===== config.mk =====
export PLATFORM = sky130hd
export DESIGN_NAME = quoted_word_splitter
export DESIGN_NICKNAME = d
export VERILOG_FILES = /design/src/design/qws_pkg.sv /design/src/design/qws_front.sv /design/src/design/qws_queue.sv /design/src/design/qws_back.sv /design/src/design/quoted_word_splitter.sv
export SDC_FILE = /design/constraint.sdc
export NUM_CORES = 1
export LEC_CHECK = 0
export BUFFER_PORTS_ARGS = -buffer_cell sky130_fd_sc_hd__buf_2
export CORE_MARGIN = 2
export CORE_UTILIZATION = 30
export CTS_CLUSTER_DIAMETER = 150
export CTS_CLUSTER_SIZE = 10
export DETAILED_ROUTE_END_ITERATION = 8
export GPL_TIMING_DRIVEN = 0
export SLEW_MARGIN = 20
export SYNTH_ARGS = -nofsm -noshare
export SYNTH_HDL_FRONTEND = slang
export SYNTH_HIERARCHICAL = 1
export SYNTH_SLANG_ARGS = --single-unit

===== constraint.sdc =====
create_clock -name clk -period 5.5 [get_ports clk]
set_clock_uncertainty 0.15 [all_clocks]
set_input_delay 0.55 -clock clk [delete_from_list [all_inputs] [get_ports clk]]
set_output_delay 0.55 -clock clk [all_outputs]
set_load 0.02 [all_outputs]

===== src/design/qws_pkg.sv =====
// Shared types and constants for the quoted word splitter.
// Depends on nothing; used by every module of the block and by the checker.
`timescale 1ns / 1ps
`default_nettype none

package qws_pkg;

  localparam int TAB_STOP = 8;
  localparam int QDEPTH   = 4;
  localparam int QPTR_W   = $clog2(QDEPTH);
  localparam int QCNT_W   = $clog2(QDEPTH + 1);
  localparam int MAX_RES  = 3;

  localparam logic [15:0] INDENT_MAX = 16'hFFFF;

  localparam logic [7:0] CH_SPACE  = 8'h20;
  localparam logic [7:0] CH_TAB    = 8'h09;
  localparam logic [7:0] CH_LF     = 8'h0A;
  localparam logic [7:0] CH_VT     = 8'h0B;
  localparam logic [7:0] CH_FF     = 8'h0C;
  localparam logic [7:0] CH_CR     = 8'h0D;
  localparam logic [7:0] CH_HASH   = 8'h23;
  localparam logic [7:0] CH_QUOTE  = 8'h22;
  localparam logic [7:0] CH_BSLASH = 8'h5C;

  localparam logic ERR_UNTERM    = 1'b0;
  localparam logic ERR_BACKSLASH = 1'b1;

  typedef enum logic [1:0] {
    KIND_BYTE = 2'd0,
    KIND_WEND = 2'd1,
    KIND_LOK  = 2'd2,
    KIND_LERR = 2'd3
  } kind_t;

  typedef struct packed {
    logic [7:0] byte_value;
    logic       has_byte;
    logic       end_of_line;
  } in_item_t;

  typedef struct packed {
    kind_t       kind;
    logic [7:0]  word_byte;
    logic [15:0] indent_columns;
    logic        error_code;
    logic        last;
  } out_item_t;

  // one result without its last flag
  typedef struct packed {
    kind_t       kind;
    logic [7:0]  word_byte;
    logic [15:0] indent_columns;
    logic        error_code;
  } res_t;

  // all results of one input item, in order; count is 1..3
  typedef struct packed {
    res_t [MAX_RES-1:0] res;
    logic [1:0]         count;
  } bundle_t;

  typedef struct packed {
    logic full;
    logic empty;
  } q_status_t;

  function automatic logic is_sep(input logic [7:0] b);
    return (b == CH_SPACE) || (b == CH_TAB) || (b == CH_LF) || (b == CH_VT) ||
           (b == CH_FF) || (b == CH_CR);
  endfunction

endpackage

`default_nettype wire


===== src/design/qws_front.sv =====
// Front end: accepts input items, runs the tokenizer phase machine and
// builds the result bundle of each item. Depends on qws_pkg.
`timescale 1ns / 1ps
`default_nettype none

module qws_front (
  input  wire                 clk,
  input  wire                 rst,
  input  wire                 in_valid,
  output logic                in_ready,
  input  qws_pkg::in_item_t   in_data,
  input  wire                 cfg_we,
  input  wire                 cfg_wdata,
  input  qws_pkg::q_status_t  q_stat,
  output logic                push,
  output qws_pkg::bundle_t    push_data
);

  typedef enum logic [2:0] {
    PH_INDENT  = 3'd0,
    PH_GAP     = 3'd1,
    PH_BARE    = 3'd2,
    PH_QUOTED  = 3'd3,
    PH_ESCAPE  = 3'd4,
    PH_COMMENT = 3'd5,
    PH_ERROR   = 3'd6
  } phase_t;

  phase_t      phase, phase_next;
  logic [15:0] indent_count, indent_count_next;
  logic        error_seen, error_seen_next;
  logic        error_kind, error_kind_next;
  logic        measure_indent;

  logic        accept;
  logic [7:0]  b;
  logic [17:0] tab_stop_pos;
  logic        do_gap;
  logic        bres_valid;
  qws_pkg::kind_t bres_kind;
  logic        eol_wend;
  logic        line_err;
  logic        line_code;
  logic [15:0] line_indent;
  logic [1:0]  n;
  qws_pkg::bundle_t bundle;

  assign in_ready = !q_stat.full;
  assign accept   = in_valid && in_ready;
  assign b        = in_data.byte_value;

  assign tab_stop_pos = (18'(indent_count) / 18'(qws_pkg::TAB_STOP) + 18'd1) *
                        18'(qws_pkg::TAB_STOP);

  always_comb begin
    phase_next        = phase;
    indent_count_next = indent_count;
    error_seen_next   = error_seen;
    error_kind_next   = error_kind;
    do_gap            = 1'b0;
    bres_valid        = 1'b0;
    bres_kind         = qws_pkg::KIND_BYTE;
    eol_wend          = 1'b0;
    line_err          = 1'b0;
    line_code         = 1'b0;
    line_indent       = '0;

    if (in_data.has_byte) begin
      unique case (phase)
        PH_INDENT: begin
          if (b == qws_pkg::CH_SPACE) begin
            if (indent_count != qws_pkg::INDENT_MAX) begin
              indent_count_next = indent_count + 16'd1;
            end
          end else if (b == qws_pkg::CH_TAB) begin
            indent_count_next = (tab_stop_pos > 18'(qws_pkg::INDENT_MAX)) ?
                                qws_pkg::INDENT_MAX : tab_stop_pos[15:0];
          end else begin
            do_gap = 1'b1;
          end
        end
        PH_GAP: do_gap = 1'b1;
        PH_BARE: begin
          bres_valid = 1'b1;
          if (qws_pkg::is_sep(b)) begin
            bres_kind  = qws_pkg::KIND_WEND;
            phase_next = PH_GAP;
          end else if (b == qws_pkg::CH_QUOTE) begin
            bres_kind  = qws_pkg::KIND_WEND;
            phase_next = PH_QUOTED;
          end else if (b == qws_pkg::CH_BSLASH) begin
            bres_kind       = qws_pkg::KIND_WEND;
            phase_next      = PH_ERROR;
            error_seen_next = 1'b1;
            error_kind_next = qws_pkg::ERR_BACKSLASH;
          end
        end
        PH_QUOTED: begin
          if (b == qws_pkg::CH_QUOTE) begin
            bres_valid = 1'b1;
            bres_kind  = qws_pkg::KIND_WEND;
            phase_next = PH_GAP;
          end else if (b == qws_pkg::CH_BSLASH) begin
            phase_next = PH_ESCAPE;
          end else begin
            bres_valid = 1'b1;
          end
        end
        PH_ESCAPE: begin
          bres_valid = 1'b1;
          phase_next = PH_QUOTED;
        end
        PH_COMMENT, PH_ERROR: ;
        default: do_gap = 1'b1;
      endcase

      // start of a word, a comment or an error, or more gap
      if (do_gap) begin
        priority if (qws_pkg::is_sep(b)) begin
          phase_next = PH_GAP;
        end else if (b == qws_pkg::CH_HASH) begin
          phase_next = PH_COMMENT;
        end else if (b == qws_pkg::CH_QUOTE) begin
          phase_next = PH_QUOTED;
        end else if (b == qws_pkg::CH_BSLASH) begin
          phase_next      = PH_ERROR;
          error_seen_next = 1'b1;
          error_kind_next = qws_pkg::ERR_BACKSLASH;
        end else begin
          bres_valid = 1'b1;
          phase_next = PH_BARE;
        end
      end
    end

    if (in_data.end_of_line) begin
      line_err    = error_seen_next;
      line_code   = error_kind_next;
      line_indent = measure_indent ? indent_count_next : '0;
      if (phase_next == PH_BARE) begin
        eol_wend = 1'b1;
      end else if (phase_next == PH_QUOTED || phase_next == PH_ESCAPE) begin
        line_err  = 1'b1;
        line_code = qws_pkg::ERR_UNTERM;
      end
      phase_next        = PH_INDENT;
      indent_count_next = '0;
      error_seen_next   = 1'b0;
      error_kind_next   = 1'b0;
    end
  end

  // pack the results in order: byte part, then word end, then line end
  always_comb begin
    bundle = '0;
    n      = 2'd0;
    if (bres_valid) begin
      bundle.res[n].kind      = bres_kind;
      bundle.res[n].word_byte = (bres_kind == qws_pkg::KIND_BYTE) ? b : 8'd0;
      n = n + 2'd1;
    end
    if (in_data.end_of_line) begin
      if (eol_wend) begin
        bundle.res[n].kind = qws_pkg::KIND_WEND;
        n = n + 2'd1;
      end
      bundle.res[n].kind           = line_err ? qws_pkg::KIND_LERR : qws_pkg::KIND_LOK;
      bundle.res[n].indent_columns = line_indent;
      bundle.res[n].error_code     = line_err ? line_code : 1'b0;
      n = n + 2'd1;
    end
    bundle.count = n;
  end

  assign push      = accept && (n != 2'd0);
  assign push_data = bundle;

  always_ff @(posedge clk) begin
    if (rst) begin
      phase          <= PH_INDENT;
      indent_count   <= '0;
      error_seen     <= 1'b0;
      error_kind     <= 1'b0;
      measure_indent <= 1'b1;
    end else begin
      if (accept) begin
        phase        <= phase_next;
        indent_count <= indent_count_next;
        error_seen   <= error_seen_next;
        error_kind   <= error_kind_next;
      end
      if (cfg_we) begin
        measure_indent <= cfg_wdata;
      end
    end
  end

endmodule

`default_nettype wire


===== src/design/qws_queue.sv =====
// Short bundle queue between the front end and the result sequencer.
// Depends on qws_pkg.
`timescale 1ns / 1ps
`default_nettype none

module qws_queue (
  input  wire                 clk,
  input  wire                 rst,
  input  wire                 push,
  input  qws_pkg::bundle_t    push_data,
  input  wire                 pop,
  output qws_pkg::bundle_t    head,
  output qws_pkg::q_status_t  q_stat
);

  qws_pkg::bundle_t entries [qws_pkg::QDEPTH];
  logic [qws_pkg::QPTR_W-1:0] wr_ptr, rd_ptr;
  logic [qws_pkg::QCNT_W-1:0] count;
  logic do_push, do_pop;

  assign q_stat.full  = (count == qws_pkg::QCNT_W'(qws_pkg::QDEPTH));
  assign q_stat.empty = (count == '0);
  assign head         = entries[rd_ptr];

  assign do_push = push && !q_stat.full;
  assign do_pop  = pop && !q_stat.empty;

  always_ff @(posedge clk) begin
    if (do_push) begin
      entries[wr_ptr] <= push_data;
    end
  end

  always_ff @(posedge clk) begin
    if (rst) begin
      wr_ptr <= '0;
      rd_ptr <= '0;
      count  <= '0;
    end else begin
      if (do_push) begin
        wr_ptr <= (wr_ptr == qws_pkg::QPTR_W'(qws_pkg::QDEPTH - 1)) ? '0 :
                  wr_ptr + qws_pkg::QPTR_W'(1);
      end
      if (do_pop) begin
        rd_ptr <= (rd_ptr == qws_pkg::QPTR_W'(qws_pkg::QDEPTH - 1)) ? '0 :
                  rd_ptr + qws_pkg::QPTR_W'(1);
      end
      unique case ({do_push, do_pop})
        2'b10:   count <= count + qws_pkg::QCNT_W'(1);
        2'b01:   count <= count - qws_pkg::QCNT_W'(1);
        default: count <= count;
      endcase
    end
  end

endmodule

`default_nettype wire


===== src/design/qws_back.sv =====
// Back end: walks the results of the head bundle one per cycle into the
// output register while the output is not stalled. Depends on qws_pkg.
`timescale 1ns / 1ps
`default_nettype none

module qws_back (
  input  wire                 clk,
  input  wire                 rst,
  input  qws_pkg::bundle_t    head,
  input  qws_pkg::q_status_t  q_stat,
  output logic                pop,
  output logic                out_valid,
  input  wire                 out_ready,
  output qws_pkg::out_item_t  out_data
);

  logic [1:0]  sub;
  logic        load;
  logic        is_last;
  qws_pkg::res_t cur;

  assign cur     = head.res[sub];
  assign is_last = (sub == head.count - 2'd1);
  assign load    = !q_stat.empty && (!out_valid || out_ready);
  assign pop     = load && is_last;

  always_ff @(posedge clk) begin
    if (load) begin
      out_data.kind           <= cur.kind;
      out_data.word_byte      <= cur.word_byte;
      out_data.indent_columns <= cur.indent_columns;
      out_data.error_code     <= cur.error_code;
      out_data.last           <= is_last;
    end
  end

  always_ff @(posedge clk) begin
    if (rst) begin
      out_valid <= 1'b0;
      sub       <= 2'd0;
    end else begin
      if (load) begin
        out_valid <= 1'b1;
        sub       <= is_last ? 2'd0 : sub + 2'd1;
      end else if (out_ready) begin
        out_valid <= 1'b0;
      end
    end
  end

endmodule

`default_nettype wire


===== src/design/quoted_word_splitter.sv =====
// Quoted word splitter: one byte per item in, word bytes / word ends / line ends out.
// The results of an item pass through the bundle queue and then the output register.
// Throughput: one input transfer per cycle while each item yields at most one
// result and the output is not stalled; results leave at one per cycle, so the output port bounds the rate.
// Reset (rst, synchronous): line-start state, empty queue, measure_indent = 1.
// Top level; depends on qws_pkg, qws_front, qws_queue and qws_back.
`timescale 1ns / 1ps
`default_nettype none

module quoted_word_splitter (
  input  wire                 clk,
  input  wire                 rst,
  input  wire                 in_valid,
  output logic                in_ready,
  input  qws_pkg::in_item_t   in_data,
  output logic                out_valid,
  input  wire                 out_ready,
  output qws_pkg::out_item_t  out_data,
  input  wire                 cfg_we,
  input  wire                 cfg_wdata
);

  logic               push, pop;
  qws_pkg::bundle_t   push_data, head;
  qws_pkg::q_status_t q_stat;

  qws_front u_front (
    .clk       (clk),
    .rst       (rst),
    .in_valid  (in_valid),
    .in_ready  (in_ready),
    .in_data   (in_data),
    .cfg_we    (cfg_we),
    .cfg_wdata (cfg_wdata),
    .q_stat    (q_stat),
    .push      (push),
    .push_data (push_data)
  );

  qws_queue u_queue (
    .clk       (clk),
    .rst       (rst),
    .push      (push),
    .push_data (push_data),
    .pop       (pop),
    .head      (head),
    .q_stat    (q_stat)
  );

  qws_back u_back (
    .clk       (clk),
    .rst       (rst),
    .head      (head),
    .q_stat    (q_stat),
    .pop       (pop),
    .out_valid (out_valid),
    .out_ready (out_ready),
    .out_data  (out_data)
  );

endmodule

`default_nettype wire


==> results.tsv <==
stage	metric	value	unit
yosys	mux share of post-synthesis cell area	13.1	%
floorplan	Core Footprint	55100	um2
yosys	Avg Inst Size Synth	16.3	um2
sta	Fin. Hold Viols	0	
routing	Iter 0 DRT Violations	833	
final_layout	post-layout util	35.1	%
worst_setup_path	WP data required	5.83	ns
floorplan	Initial Util	30.3	%
grt	initial antenna violation count	0	
pwr	Power Density	348	nW/um2
final_layout	fillers	5261	
placed_design	gpl congestion	0.861	
cts	CTS tree	yes	
yosys	combinational family with the most area after synthesis	multiplexers	
yosys	Post-synth ARST share	0	%
grt	largest net degree at the start of global routing	44	
sta	Final period util	80.7	%
cts	clk sinks	394	
yosys	Distinct cells, synth	79	
cts	CTS root buf	clkbuf_16	
cts	CTS buffer count	45	
final_layout	area grow syn2layout	15.8	%
routing	final WL	38900	um
cts	Clock Latency Late Sink	0.55	ns
min_path	worst hold-check path type	input port to flip-flop	
yosys	Synth Flop Type	edfxtp_1	
grt	number of global-route vias before repair	9480	
routing	DRT Pass-1 Iters	5	
cts	CTS H-tree depth	2	
routing	Final ANT Viol Nets	0	
yosys	Seq/Total Area, Yosys	68.8	%
yosys	Syn Inst Count	1027	
floorplan	Die H	240	um
yosys	mapped cell area	16700	um2
grt	grt ovf	0	
worst_setup_path	r2r setup slk	1.06	ns
cts	CTS max path bufs	3	
placed_design	HPWL after detailed placement	25000	um
yosys	#FFs+latches synth	394	
worst_setup_path	Worst Setup Start Kind	flip-flop	
worst_setup_path	CP Capture Type	flip-flop	
cts	Post CTS Setup Buffer Count	0	
final_layout	Final nets	1167	
routing	drt wl/cell	20.4	um
sta	setup TNS	0	ns
floorplan	FP Rows	86	
worst_setup_path	crit path max fanout	10	
worst_setup_path	arrival time at the worst endpoint	4.77	ns
yosys	post-synthesis adder-cell area fraction	0.944	%
cts	clock slew seen by the registers of the worst setup and hold paths	0.06	ns
grt	Global Route Usage Sum	13.6	%
yosys	Synth Area in Compound Gates	6.22	%
final_layout	layout cells sized above 1	21.8	%
placed_design	I/O Buffers	44	
pwr	Pleak	6.32	nW
worst_setup_path	type of the worst setup path	flip-flop to flip-flop	
sta	Slew @ Worst Pin	1.00	ns
floorplan	die width	240	um
pwr	Max VDD drop	0.242	mV
cts	cts hold-fix bufs	0	
yosys	EDFF count, synth	360	
pwr	Power Total	6.74	mW
sta	final setup vio count	0	
floorplan	IO Pins	46	
yosys	xor/xnor share of the synthesized area	0.157	%
cts	post-cts repair resize count	0	
outcome	status	finished, final reports clean	
sta	unrepaired setup endpoints after global routing	false	
sta	FMAX	225	MHz
routing	DRC violations left	0	
sta	Slew Limit Headroom	32.2	%
sta	Final Max Tran Viols	0	
yosys	Synth warnings	6	
grt	first-pass GRT wire length	59000	um
sta	crit path time final	4.44	ns
routing	Vias	9376	
floorplan	Die ar.	57600	um2
final_layout	ANT cells	0	
routing	Vias/cell	4.92	
run	total of max-cap violations	0	
yosys	simple-gate portion of the synthesized area	7.77	%
[synthesized netlist by cell type, drive strengths merged, types with 3 or more instances]
cell type | number | area, um2
a21oi | 40 | 208
a22oi | 7 | 52.6
a31oi | 5 | 31.3
a32o | 4 | 40.0
and2 | 17 | 109
and3 | 12 | 80.1
and4 | 6 | 52.6
buf | 44 | 322
clkbuf | 23 | 87.6
dfxtp | 34 | 681
edfxtp | 360 | 10800
ha | 11 | 138
inv | 24 | 90.1
mux2i | 32 | 320
mux4 | 83 | 1870
nand2 | 57 | 214
nand2b | 3 | 18.8
nand3 | 18 | 90.1
nand3b | 7 | 52.6
nand4 | 9 | 56.3
nor2 | 73 | 274
nor2b | 5 | 31.3
nor3 | 20 | 110
nor3b | 3 | 27.5
nor4 | 3 | 25.0
o2111ai | 3 | 26.3
o211ai | 6 | 45.0
o21a | 4 | 30.0
o21ai | 60 | 300
o311ai | 4 | 35.0
o31ai | 5 | 47.5
or3 | 4 | 26.3
or3b | 3 | 26.3
[power by group]
group	internal [mW]	leakage, nW	switching [mW]	total (mW)
clock	1.54	0.608	1.09	2.63
combinational	0.223	1.91	0.414	0.637
sequential	3.43	3.80	0.0356	3.47
total	5.20	6.32	1.54	6.74
[worst paths after layout]
path / start / end / cells past startpoint
worst min register to register: u_front/error_kind / u_front/error_kind / 1
worst min-delay path: rst / u_back/sub[0] / 2
worst max register to register: u_queue/count[2] / u_queue/count[2] / 16
worst max-delay path: u_queue/count[2] / u_queue/count[2] / 16
[logic make-up (layout without fill, tap and decap cells)]
kind of cell | after synthesis | in the layout
compound gates | 159 | 159
xor+xnor | 3 | 3
fa+ha+maj | 12 | 12
buf+inv | 91 | 207
flops | 394 | 394
mux | 115 | 115
other cells | 1 | 16
simple gates | 252 | 252
[metrics by stage]
stage          cell area, um2  hold WS, ns  instances  setup WS, ns
2_1_floorplan           16800        0.291       1042          1.52
3_3_place_gp            17900        0.302       1834         0.312
3_5_place_dp            18100        0.309       1840         0.792
4_1_cts                 19300        0.121       1906          1.07
5_1_grt                 19300        0.131       1906         0.908
6_report                19300        0.133       1906          1.06
[area by class of cell]
class | count | area (um2) | share of cell area, %
plain buffers | 67 | 409 | 2.11
clock buffers | 64 | 1240 | 6.41
clock inverters | 2 | 17.5 | 0.0905
inverters | 24 | 90.1 | 0.466
multi-input cells | 557 | 4790 | 24.8
flip-flops and latches | 394 | 11500 | 59.4
well taps | 748 | 936 | 4.84
repair buffers | 50 | 370 | 1.91
[state kept, by name, summed over array words and instances (netlist names), named ones only]
register,cells
u_front/measure_indent,1
u_front/phase,3
u_queue/count,3
u_back/out_data,28
u_back/out_valid,1
u_queue/rd_ptr,2
u_front/error_kind,1
u_front/error_seen,1
u_queue/entries,332
u_back/sub,2
u_front/indent_count,16
u_queue/wr_ptr,2
[placed cells by master (no fill, tap or decap), types with 5 or more instances in the layout]
cell type	instances
inv_1	23
nand2_1	57
nand4_1	9
o211ai_1	6
buf_2	61
nand3_1	18
buf_6	10
and4_1	6
dfxtp_1	34
mux2i_1	32
a21oi_1	38
nand3b_1	7
nor2_1	73
clkbuf_1	39
a22oi_1	7
a31oi_1	5
and2_1	16
clkbuf_16	47
ha_1	11
buf_4	16
conb_1	16
nor2b_1	5
o21ai_0	60
edfxtp_1	360
mux4_2	83
nor3_1	18
and3_1	8
[worst max-delay path: stages (launching register included)]
cell and delay (ns):
dfxtp_1 0.39, or3b_1 0.39, buf_6 0.15, inv_1 0.12
inv_1 0.11, nand2_1 0.14, clkbuf_1 0.46, clkbuf_1 0.52
a21oi_1 0.30, and2_4 0.24, inv_1 0.05, ha_1 0.17
inv_1 0.07, fa_1 0.37, xor2_1 0.16, or3_2 0.40
a21oi_1 0.15
[metal layers]
metal	global-route usage (%)	share of wire [%]
met1	18.5	44
met2	22.8	49
met3	2.12	4.9
met4	3.05	1.6
met5	0	0
Note: power is estimated with default switching activity, not from simulation.
